[src/design/kwsc_pkg.sv]
// Shared codes, constants, types and the letter decoder of the keyword cipher.
package kwsc_pkg;

    localparam int ALPHABET_SIZE = 26;
    localparam int IDX_W         = $clog2(ALPHABET_SIZE + 1);

    localparam logic [2:0] FUNC_CLEAR   = 3'd0;
    localparam logic [2:0] FUNC_KEYWORD = 3'd1;
    localparam logic [2:0] FUNC_SEAL    = 3'd2;
    localparam logic [2:0] FUNC_ENCRYPT = 3'd3;
    localparam logic [2:0] FUNC_DECRYPT = 3'd4;

    localparam logic [7:0] CHAR_UPPER_A = 8'h41;
    localparam logic [7:0] CHAR_UPPER_Z = 8'h5A;
    localparam logic [7:0] CHAR_LOWER_A = 8'h61;
    localparam logic [7:0] CHAR_LOWER_Z = 8'h7A;

    localparam logic [IDX_W-1:0] LAST_LETTER = IDX_W'(ALPHABET_SIZE - 1);
    localparam logic [IDX_W-1:0] FULL_COUNT  = IDX_W'(ALPHABET_SIZE);

    // Update request to the table unit
    typedef struct packed {
        logic             clear;
        logic             place;
        logic [IDX_W-1:0] idx;
    } place_req_t;

    // Lookup request to the table unit
    typedef struct packed {
        logic             read;
        logic             inverse;
        logic [IDX_W-1:0] idx;
    } lookup_t;

    // Decoded text byte
    typedef struct packed {
        logic             is_letter;
        logic             lower;
        logic [IDX_W-1:0] idx;
    } letter_t;

    function automatic letter_t letter_decode(input logic [7:0] b);
        letter_t    d;
        logic [7:0] diff;
        d    = '0;
        diff = '0;
        if (b >= CHAR_UPPER_A && b <= CHAR_UPPER_Z)
        begin
            diff        = b - CHAR_UPPER_A;
            d.is_letter = 1'b1;
        end
        else if (b >= CHAR_LOWER_A && b <= CHAR_LOWER_Z)
        begin
            diff        = b - CHAR_LOWER_A;
            d.is_letter = 1'b1;
            d.lower     = 1'b1;
        end
        d.idx = diff[IDX_W-1:0];
        return d;
    endfunction

endpackage

[src/design/kwsc_ifs.sv]
// Request and result channel interfaces of the keyword cipher.
interface kwsc_req_if;
    logic       valid;
    logic       ready;
    logic [2:0] func;
    logic [7:0] in_byte;

    modport source (output valid, output func, output in_byte, input ready);
    modport sink   (input valid, input func, input in_byte, output ready);
endinterface

interface kwsc_rsp_if;
    logic       valid;
    logic       ready;
    logic [7:0] out_byte;

    modport source (output valid, output out_byte, input ready);
    modport sink   (input valid, input out_byte, output ready);
endinterface

[src/design/keyword_substitution_cipher.sv]
// Top level of the keyword substitution cipher.
// Requests carry a function code and a byte. Clear (0) empties the alphabet, keyword
// letter (1) appends the upper-cased letter if not yet used (non-letters are ignored),
// seal (2) appends the remaining letters A to Z in order, encrypt (3) and decrypt (4)
// return one result byte mapped through the forward or inverse table with case kept and
// non-letters passed unchanged; codes 5 to 7 are dropped. During seal the place unit
// walks one letter per cycle. For encrypt and decrypt the table is read as the request
// is accepted, and the result register is loaded from that registered read in the map
// state once the register is free or being taken. A result waiting in that register
// holds back only the next encrypt or decrypt, which waits in the map state until the
// result is taken. Text must not be mapped before a keyword and seal have filled the
// table.
module keyword_substitution_cipher
    import kwsc_pkg::*;
(
    input  logic       clk,
    input  logic       rst_n,
    kwsc_req_if.sink   text,
    kwsc_rsp_if.source result
);

    place_req_t       place_req;
    lookup_t          lookup;
    logic [IDX_W-1:0] map_idx;

    kwsc_ctrl u_ctrl (
        .clk       (clk),
        .rst_n     (rst_n),
        .text      (text),
        .result    (result),
        .place_req (place_req),
        .lookup    (lookup),
        .map_idx   (map_idx)
    );

    kwsc_table u_table (
        .clk       (clk),
        .rst_n     (rst_n),
        .place_req (place_req),
        .lookup    (lookup),
        .map_idx   (map_idx)
    );

endmodule

[src/design/kwsc_table.sv]
// Substitution tables, used-letter map and fill position with the shared place unit.
module kwsc_table
    import kwsc_pkg::*;
(
    input  logic             clk,
    input  logic             rst_n,
    input  place_req_t       place_req,
    input  lookup_t          lookup,
    output logic [IDX_W-1:0] map_idx
);

    logic [IDX_W-1:0]         fwd_mem [ALPHABET_SIZE];
    logic [IDX_W-1:0]         inv_mem [ALPHABET_SIZE];
    logic [ALPHABET_SIZE-1:0] used_reg;
    logic [ALPHABET_SIZE-1:0] used_next;
    logic [IDX_W-1:0]         fill_reg;
    logic [IDX_W-1:0]         fill_next;
    logic [IDX_W-1:0]         map_reg;
    logic                     do_place;

    // Place a letter only when it is new and the table has room
    assign do_place = place_req.place && !place_req.clear
                      && !used_reg[place_req.idx] && (fill_reg < FULL_COUNT);

    always_comb
    begin
        used_next = used_reg;
        fill_next = fill_reg;
        if (place_req.clear)
        begin
            used_next = '0;
            fill_next = '0;
        end
        else if (do_place)
        begin
            used_next[place_req.idx] = 1'b1;
            fill_next                = fill_reg + 1'b1;
        end
    end

    always_ff @(posedge clk or negedge rst_n)
    begin
        if (!rst_n)
        begin
            used_reg <= '0;
            fill_reg <= '0;
        end
        else
        begin
            used_reg <= used_next;
            fill_reg <= fill_next;
        end
    end

    // Write both tables together; register the read of the selected table
    always_ff @(posedge clk)
    begin
        if (do_place)
        begin
            fwd_mem[fill_reg]      <= place_req.idx;
            inv_mem[place_req.idx] <= fill_reg;
        end
        if (lookup.read)
            map_reg <= lookup.inverse ? inv_mem[lookup.idx] : fwd_mem[lookup.idx];
    end

    assign map_idx = map_reg;

`ifndef SYNTH
    a_fill_bound: assert property (@(posedge clk) disable iff (!rst_n)
        fill_reg <= FULL_COUNT)
        else $error("fill position beyond alphabet");

    a_fill_matches_used: assert property (@(posedge clk) disable iff (!rst_n)
        $countones(used_reg) == 32'(fill_reg))
        else $error("used-letter count differs from fill position");

    a_clear_empties: assert property (@(posedge clk) disable iff (!rst_n)
        place_req.clear |=> (fill_reg == '0 && used_reg == '0))
        else $error("clear did not empty the alphabet");
`endif

endmodule

[src/design/kwsc_ctrl.sv]
// Sequencer: request decode, seal walk over the letters, lookup and result register.
module kwsc_ctrl
    import kwsc_pkg::*;
(
    input  logic             clk,
    input  logic             rst_n,
    kwsc_req_if.sink         text,
    kwsc_rsp_if.source       result,
    output place_req_t       place_req,
    output lookup_t          lookup,
    input  logic [IDX_W-1:0] map_idx
);

    typedef enum logic [2:0] {
        S_IDLE = 3'b001,
        S_SEAL = 3'b010,
        S_MAP  = 3'b100
    } state_t;

    state_t           state_reg;
    state_t           state_next;
    logic [IDX_W-1:0] seal_cnt_reg;
    logic [IDX_W-1:0] seal_cnt_next;
    logic             out_valid_reg;
    logic             out_valid_next;
    logic             lower_reg;
    logic             letter_reg;
    logic [7:0]       byte_reg;
    logic [7:0]       out_byte_reg;
    logic             accept;
    logic             load_out;
    letter_t          dec;
    logic [IDX_W-1:0] cipher_idx;
    logic [7:0]       mapped_byte;

    assign text.ready      = (state_reg == S_IDLE);
    assign accept          = text.valid && text.ready;
    assign dec             = letter_decode(text.in_byte);
    assign result.valid    = out_valid_reg;
    assign result.out_byte = out_byte_reg;

    // Load the result register once it is free or being taken
    assign load_out = (state_reg == S_MAP) && (!out_valid_reg || result.ready);

    // Drive clear and place requests
    always_comb
    begin
        place_req = '0;
        if (state_reg == S_SEAL)
        begin
            place_req.place = 1'b1;
            place_req.idx   = seal_cnt_reg;
        end
        else if (accept)
        begin
            place_req.clear = (text.func == FUNC_CLEAR);
            place_req.place = (text.func == FUNC_KEYWORD) && dec.is_letter;
            place_req.idx   = dec.idx;
        end
    end

    // Start the table read as the text byte is accepted
    always_comb
    begin
        lookup.read    = accept
                         && (text.func == FUNC_ENCRYPT || text.func == FUNC_DECRYPT);
        lookup.inverse = (text.func == FUNC_DECRYPT);
        lookup.idx     = dec.idx;
    end

    // Advance the sequencer
    always_comb
    begin
        state_next    = state_reg;
        seal_cnt_next = seal_cnt_reg;
        unique case (state_reg)
            S_IDLE:
            begin
                seal_cnt_next = '0;
                if (accept)
                begin
                    if (text.func == FUNC_SEAL)
                        state_next = S_SEAL;
                    else if (text.func == FUNC_ENCRYPT || text.func == FUNC_DECRYPT)
                        state_next = S_MAP;
                end
            end
            S_SEAL:
            begin
                seal_cnt_next = seal_cnt_reg + 1'b1;
                if (seal_cnt_reg == LAST_LETTER)
                    state_next = S_IDLE;
            end
            S_MAP:
            begin
                if (load_out)
                    state_next = S_IDLE;
            end
            default:
            begin
                state_next = S_IDLE;
            end
        endcase
    end

    // Set the result flag on load, drop it when the result is taken
    always_comb
    begin
        out_valid_next = out_valid_reg;
        if (load_out)
            out_valid_next = 1'b1;
        else if (result.ready)
            out_valid_next = 1'b0;
    end

    always_ff @(posedge clk or negedge rst_n)
    begin
        if (!rst_n)
        begin
            state_reg     <= S_IDLE;
            seal_cnt_reg  <= '0;
            out_valid_reg <= 1'b0;
        end
        else
        begin
            state_reg     <= state_next;
            seal_cnt_reg  <= seal_cnt_next;
            out_valid_reg <= out_valid_next;
        end
    end

    // Hold the request byte and its decode for the result
    always_ff @(posedge clk)
    begin
        if (accept)
        begin
            lower_reg  <= dec.lower;
            letter_reg <= dec.is_letter;
            byte_reg   <= text.in_byte;
        end
    end

    // Form the mapped character, keeping case; out-of-range indexes read as A
    assign cipher_idx  = (map_idx >= FULL_COUNT) ? '0 : map_idx;
    assign mapped_byte = (lower_reg ? CHAR_LOWER_A : CHAR_UPPER_A)
                         + {{(8-IDX_W){1'b0}}, cipher_idx};

    always_ff @(posedge clk)
    begin
        if (load_out)
            out_byte_reg <= letter_reg ? mapped_byte : byte_reg;
    end

endmodule

[src/flat_wrapper.sv]
// flat-port wrapper written by rule: the top's interface ports become plain ports
module keyword_substitution_cipher_flat import kwsc_pkg::*;
  (clk, rst_n, text_valid, text_func, text_in_byte, text_ready, result_valid, result_out_byte, result_ready);
  kwsc_req_if text_i ();
  kwsc_rsp_if result_i ();
  input  logic clk;
  input  logic rst_n;
  input wire logic [$bits(text_i.valid)-1:0] text_valid;
  input wire logic [$bits(text_i.func)-1:0] text_func;
  input wire logic [$bits(text_i.in_byte)-1:0] text_in_byte;
  output wire logic [$bits(text_i.ready)-1:0] text_ready;
  output wire logic [$bits(result_i.valid)-1:0] result_valid;
  output wire logic [$bits(result_i.out_byte)-1:0] result_out_byte;
  input wire logic [$bits(result_i.ready)-1:0] result_ready;
  assign text_i.valid = text_valid;
  assign text_i.func = text_func;
  assign text_i.in_byte = text_in_byte;
  assign text_ready = text_i.ready;
  assign result_valid = result_i.valid;
  assign result_out_byte = result_i.out_byte;
  assign result_i.ready = result_ready;
  keyword_substitution_cipher u_core (.clk(clk), .rst_n(rst_n), .text(text_i), .result(result_i));
endmodule
[config.mk]
export PLATFORM = sky130hd
export DESIGN_NAME = keyword_substitution_cipher_flat
export DESIGN_NICKNAME = d
export VERILOG_FILES = /design/src/design/kwsc_pkg.sv /design/src/design/kwsc_ifs.sv /design/src/design/keyword_substitution_cipher.sv /design/src/design/kwsc_table.sv /design/src/design/kwsc_ctrl.sv /design/src/flat_wrapper.sv
export SDC_FILE = /design/constraint.sdc
export NUM_CORES = 1
export LEC_CHECK = 0
export ABC_AREA = 0
export BUFFER_PORTS_ARGS = -buffer_cell sky130_fd_sc_hd__buf_2
export CAP_MARGIN = 5
export CORE_MARGIN = 4
export CORE_UTILIZATION = 45
export DETAILED_ROUTE_END_ITERATION = 8
export GPL_TIMING_DRIVEN = 0
export PLACE_DENSITY_LB_ADDON = 0.1
export SLEW_MARGIN = 20
export SYNTH_ARGS = -nofsm -noshare
export SYNTH_HDL_FRONTEND = slang
export SYNTH_HIERARCHICAL = 1
export SYNTH_SLANG_ARGS = --single-unit
[constraint.sdc]
create_clock -name clk -period 6.9 [get_ports clk]
set_input_delay 0.345 -clock clk [delete_from_list [all_inputs] [get_ports clk]]
set_output_delay 0.345 -clock clk [all_outputs]
set_load 0.005 [all_outputs]
==> results.txt, run 1 <==
CTS tree: yes
post-CTS setup buffer count: 0
Crit. End Element: flop
Critical R2R Launch: u_core/u_ctrl/state_reg[0]
total track usage: 19.2%
CP cell instances: nor3b_4 > nand2_2 > clkinv_2 > o211ai_4 > o21ai_2 > buf_6 > buf_2 > mux2i_1 > o22ai_2 > nor4_4 > nand3b_1 > buf_2 > nor2_1
EDFF count, synth: 283
I/O Pins: 25
nets: 899
Slew Viols, Final: 0
R2R depth: 13
Die ar.: 33,100 sq um
# port buffers: 24
max cap viols: 0
clk sinks: 323
Synth Net Count: 833
Worst-Skew Late Latency: 510 ps
synthesized area: 13,600 sq um
Initial Util: 45.8%
top_reg_cell synth: edfxtp_1
Hold Path Class: primary input to asynchronous set/reset pin
Hold Slack: -21.3 ps
Reg clk slew, reported paths: 50 ps
Worst Setup Path Type: flop to flop
violated checks: hold timing
register area: 9500 sq um
Post-Route Setup TNS: 0 ps
layout cells sized above 1: 23.4%
area share of fa/ha/maj cells after synthesis: 0.920%
Final Skew: 16.2 ps
CP required: 7050 ps
mux cell area share after synthesis: 13.6%
fmax: 209 MHz
simple-gate area share of the yosys netlist: 7.07%
commonest cells after routing, fill and taps aside: 283 x edfxtp_1, 62 x mux4_2, 53 x nor2_1
Area growth syn-to-layout: 13.5%
Int Pwr: 3.35 mW
status: finished, violations left
via count: 7,430
vias in the first global route: 7,620
Sw Share: 21.6%
Layout Utilization: 51.9%
DRT iter0 DRCs: 571
RSZ-0062 raised after global routing: false
total CTS buffers: 36
Worst Tran Pin Value: 1060 ps
die height: 182 microns
Post-synth ARST share: 12.4%
post-CTS sizing: 0
drt pass-1 iters: 5
critical path's slowest cell: dfstp_2
CP max FO: 17
global route overflow: 0
pwr dens: 277 nW/um^2
Yosys reg bits: 323
crit-path most repeated cell: buf_2
post-synth top area share: 62.5%
Final min period: 4780 ps
slowest cell delay on critical path: 590 ps
VDD IR-drop max: 0.148 mV
Buf+Inv Stages, Crit Path: 4
YS warnings: 6
most common cell after layout, fill and taps aside: edfxtp_1
post-route clock period utilization: 69.3%
Area contributors post-synth: edfxtp_1 62%, mux4_2 10%, dfrtp_1 7.2%, mux2i_1 2.4%, nor2_1 1.5%
R2R Setup Slk: 2120 ps
H-tree levels: 2
standard cell core area: 29,700 sq um
Seq pwr share: 52.3%
total wire length: 31,500 microns
first-pass GRT wire length: 47,600 microns
endpoints failing hold: 8
Post-DRT Antenna Nets: 0
DP HPWL: 21,700 microns
Root Buffer: clkbuf_16
delay-heaviest family, CP: simple AND/OR/NAND/NOR gates
syn_area_per_cell: 16.8 sq um
register area share after synthesis: 69.8%
Antenna diodes: 0
WP data arrival: 4930 ps
Max clock buf depth: 3
footprint of the multi-input gates: 3780 sq um
leading area contributor after synthesis: edfxtp_1
fill count: 2,371
average routed wire per standard cell: 24.5 microns
endpoints failing setup: 0
Worst setup SP type: flop
compound-cell area share of the yosys netlist: 5.51%
leak pwr: 5.29 nW
Die X: 182 microns
Clk pwr share: 42.1%
vias per inst: 5.77
initial antenna violation count: 0
maximum number of pins on one net before global-route repair: 41
# DRC: 0
Post-CTS Hold Fix Bufs: 0
Synth Instances: 808
largest family of logic cells by synthesized area: multiplexers
net switching power: 0.924 mW
Cell variety after synth: 61
relative slew slack: 29.5%
XOR/XNOR share of the synthesized area: 0.322%
Cell Rows: 63
Placer Congestion: 0.823
reg2reg end: u_core/u_table/inv_mem[12][1]
Comb pwr share: 5.6%
## Yosys cell counts (2+ instances only)
cell type    n
nand2_1     28
a22o_1       2
nand2b_1    10
o2111ai_1    3
nor3_1       5
edfxtp_1   283
and2_1       2
inv_1       32
nor2b_1     12
mux2i_1     32
or3b_1       4
buf_2       20
nand4b_1     2
mux2_2      12
xor2_1       2
and3_1      22
nor2_1      53
o31ai_2      2
or3_1        2
a22oi_1      6
o211ai_1     8
nor3b_4      2
a21oi_1     15
o21ai_1      7
xnor2_1      3
o31ai_1      3
o21ai_0     11
buf_4        8
nand3b_1     8
clkbuf_1    14
nand4_1      2
nand3_1     10
a21oi_2      2
ha_1        10
dfrtp_1     39
buf_6        2
nor3b_1      6
a31oi_1      7
or2_2        5
a32oi_1      2
o22ai_1     28
o22ai_2      2
mux4_2      62
## per-stage QoR
stage / instances / instance area [sq um] / total power, mW / worst slack [ps] / hold slack, ps
after floorplan: 808 / 13600 / 2.40 / 2850 / 49.4
after global placement: 1222 / 14200 / 2.50 / 965 / 473
after detailed placement: 1226 / 14300 / 2.51 / 2030 / 477
after CTS: 1288 / 15400 / 4.31 / 2100 / 11.3
after global routing: 1288 / 15400 / 4.43 / 1800 / 20.9
final: 1288 / 15400 / 4.27 / 2120 / -21.3
## how the worst max path moves through the flow
stage	startpoint	end	slack [ps]	cells past startpoint
detailed placement	text_in_byte[0]	u_core/u_table/inv_mem[15][3]	2030	16
global placement	text_in_byte[0]	u_core/u_table/inv_mem[12][0]	970	13
CTS	u_core/u_ctrl/state_reg[0]	u_core/u_table/inv_mem[15][1]	2100	14
finish	u_core/u_ctrl/state_reg[0]	u_core/u_table/inv_mem[12][1]	2120	13
floorplan	u_core/u_ctrl/state_reg[0]	u_core/u_table/inv_mem[13][0]	2850	13
global route	u_core/u_ctrl/state_reg[0]	u_core/u_table/inv_mem[15][4]	1800	14
## cell families after synthesis
group                      after synthesis
DFF                                    323
xor gates and xnor gates                 5
muxes                                  106
AOI/OAI and AO/OA                      107
adders and majority gates               10
and+or+nand+nor                        177
buffers and inverters                   80
## layout make-up
type / count / area share [%]
clock buffer: 48 / 6.39
sequential: 323 / 61.6
tap: 390 / 3.16
clock inverter: 14 / 0.778
multi-input combinational: 405 / 24.5
timing repair buffer: 28 / 1.22
inverter: 34 / 0.835
buffer: 46 / 1.58
## power groups by stage
| stage | logic [mW] | registers [mW] | clock network, mW |
|---|---|---|---|
| 3_5_place_dp | 0.237 | 2.27 | 0 |
| 2_1_floorplan | 0.155 | 2.25 | 0 |
| 6_report | 0.237 | 2.23 | 1.80 |
| 3_3_place_gp | 0.228 | 2.27 | 0 |
| 5_1_grt | 0.258 | 2.24 | 1.93 |
| 4_1_cts | 0.239 | 2.23 | 1.84 |
## metal layers
| layer | global-route usage [%] | wire length (microns) | part of all wire, % | up-vias |
|---|---|---|---|---|
| met3 | 3.77 | 2020 | 6.4 | 51 |
| li1 | - | - | - | 3306 |
| met1 | 26.5 | 13500 | 43 | 3840 |
| met5 | 0 | 0 | 0 | - |
| met2 | 31.6 | 15300 | 49 | 233 |
| met4 | 5.49 | 713 | 2.3 | 0 |
## worst reg2reg max path, stage by stage (launching register included)
cell and delay, ps:
dfstp_2 590, nor3b_4 270, nand2_2 140, clkinv_2 200, o211ai_4 190, o21ai_2 490, buf_6 260, buf_2 310
mux2i_1 280, o22ai_2 130, nor4_4 480, nand3b_1 300, buf_2 310, nor2_1 470
Power figures use the tool's default switching activity.
==> inputs of run 2 (changes only) <==
Clock period 6.9 ns to 4.6 ns, I/O delays scaled along.
==> results.txt, run 2 (synthesis results as in run 1) <==
status: finished clean
Post-DRT Antenna Nets: 0
Worst setup SP type: flop
Area growth syn-to-layout: 15.6%
nets: 919
Worst Tran Pin Value: 1060 ps
Antenna diodes: 0
total wire length: 32,200 microns
die height: 182 microns
critical path's slowest cell: dfstp_2
total CTS buffers: 36
Final WS setup: 148 ps
Worst Setup Path Type: flop to flop
Comb pwr share: 5.8%
endpoints failing hold: 0
leak pwr: 5.37 nW
CTS tree: yes
H-tree levels: 2
pwr dens: 408 nW/um^2
WP data arrival: 4590 ps
net switching power: 1.39 mW
commonest cells after routing, fill and taps aside: 283 x edfxtp_1, 62 x mux4_2, 43 x buf_2
standard cell core area: 29,700 sq um
clk sinks: 323
total power: 6.42 mW
Cell Rows: 63
Final Skew: 16.2 ps
average routed wire per standard cell: 24.6 microns
maximum number of pins on one net before global-route repair: 41
endpoints failing setup: 0
Max clock buf depth: 3
Worst-Skew Late Latency: 510 ps
vias in the first global route: 7,660
# DRC: 0
total track usage: 19.3%
DP HPWL: 21,700 microns
Inst Count DP: 1,226
Die ar.: 33,100 sq um
RSZ-0062 raised after global routing: true
Root Buffer: clkbuf_16
post-route clock period utilization: 96.8%
most common cell after layout, fill and taps aside: edfxtp_1
Seq pwr share: 52.2%
Hold Path Class: primary input to flop
CP required: 4740 ps
first-pass GRT wire length: 47,700 microns
# port buffers: 24
DRT iter0 DRCs: 596
Clk pwr share: 42.0%
Crit. End Element: flop
slowest cell delay on critical path: 590 ps
initial antenna violation count: 0
VDD IR-drop max: 0.221 mV
Placer Congestion: 0.823
Buf+Inv Stages, Crit Path: 3
Slew Viols, Final: 0
post-route non-filler standard cell count: 1,308
vias per inst: 5.74
delay-heaviest family, CP: simple AND/OR/NAND/NOR gates
drt pass-1 iters: 5
Reg clk slew, reported paths: 50 ps
via count: 7,509
global route overflow: 0
layout cells sized above 1: 27.8%
max cap viols: 0
Sw Share: 21.7%
Post-Route Setup TNS: 0 ps
Die X: 182 microns
Int Pwr: 5.03 mW
Initial Util: 45.8%
I/O Pins: 25
Final min period: 4450 ps
Place WS: -156 ps
CP cell instances: nor3b_4 > nand2_2 > clkinv_2 > o211ai_4 > o21ai_4 > buf_6 > buf_2 > mux2i_1 > o22ai_2 > nor4_4 > o211ai_2 > nor2b_1
fmax: 225 MHz
relative slew slack: 29.4%
CP max FO: 17
==> run 2: per-layer routing <==
metal / wire [microns] / share of wire (%) / vias to the layer above / GRT usage [%]
li1: - / - / 3351 / -
met2: 15500 / 48 / 231 / 31.7
met5: 0 / 0 / - / 0
met1: 13900 / 43 / 3876 / 26.5
met3: 2030 / 6.3 / 51 / 3.75
met4: 743 / 2.3 / 0 / 5.49
==> run 2: tightest hold or removal path: cells and delay by family <==
| family | cells | cell delay [ps] |
|---|---|---|
| simple gates | 2 | 220 |
| buf+inv | 1 | 70 |
==> run 2: what timing repair did <==
| item | CTS | global route |
|---|---|---|
| hold endpoints to repair | 46 | 0 |
| pin swaps | 1 | 5 |
| gates cloned | 0 | 1 |
| resized for setup | 7 | 34 |
| hold buffers | 8 | 0 |
| setup endpoints to repair | 245 | 245 |
| buffers inserted | 0 | 10 |
==> run 2: cell type report <==
class,instances,area (sq um)
plain buffers,46,246
clock buffers,48,987
clock inverters,14,120
fillers,2345,14000
inverters,34,129
multi-input cells,406,3890
flip-flops and latches,323,9500
well taps,390,488
repair buffers,47,364
==> run 2: worst paths after layout <==
check	from	to	slack (ps)	depth (start not counted)
max in group asynchronous	rst_n	u_core/u_table/fill_reg[0]	3990	3
max	u_core/u_ctrl/state_reg[0]	u_core/u_table/fwd_mem[3][1]	150	12
max reg2reg	u_core/u_ctrl/state_reg[0]	u_core/u_table/fwd_mem[3][1]	150	12
min	result_ready	u_core/u_ctrl/result.valid	60	3
min reg2reg	u_core/u_table/used_reg[13]	u_core/u_table/used_reg[13]	490	2
min in group asynchronous	rst_n	u_core/u_ctrl/result.valid	130	2
==> run 2: per-stage QoR <==
stage                     area (sq um)  utilization, %  hold slack, ps
after floorplan                  13600               -           -65.6
after global placement           14200            47.8             422
after detailed placement         14300            48.2             432
after CTS                        15500            52.3            46.1
after global routing             15700            52.9            59.8
final                            15700            52.9            62.7
==> run 2: power groups by stage <==
stage / Combinational [mW] / Sequential, mW / Clock [mW]
global route: 0.404 / 3.36 / 2.90
finish: 0.372 / 3.35 / 2.70
global placement: 0.342 / 3.40 / 0
detailed placement: 0.356 / 3.41 / 0
floorplan: 0.233 / 3.37 / 0
CTS: 0.364 / 3.35 / 2.76
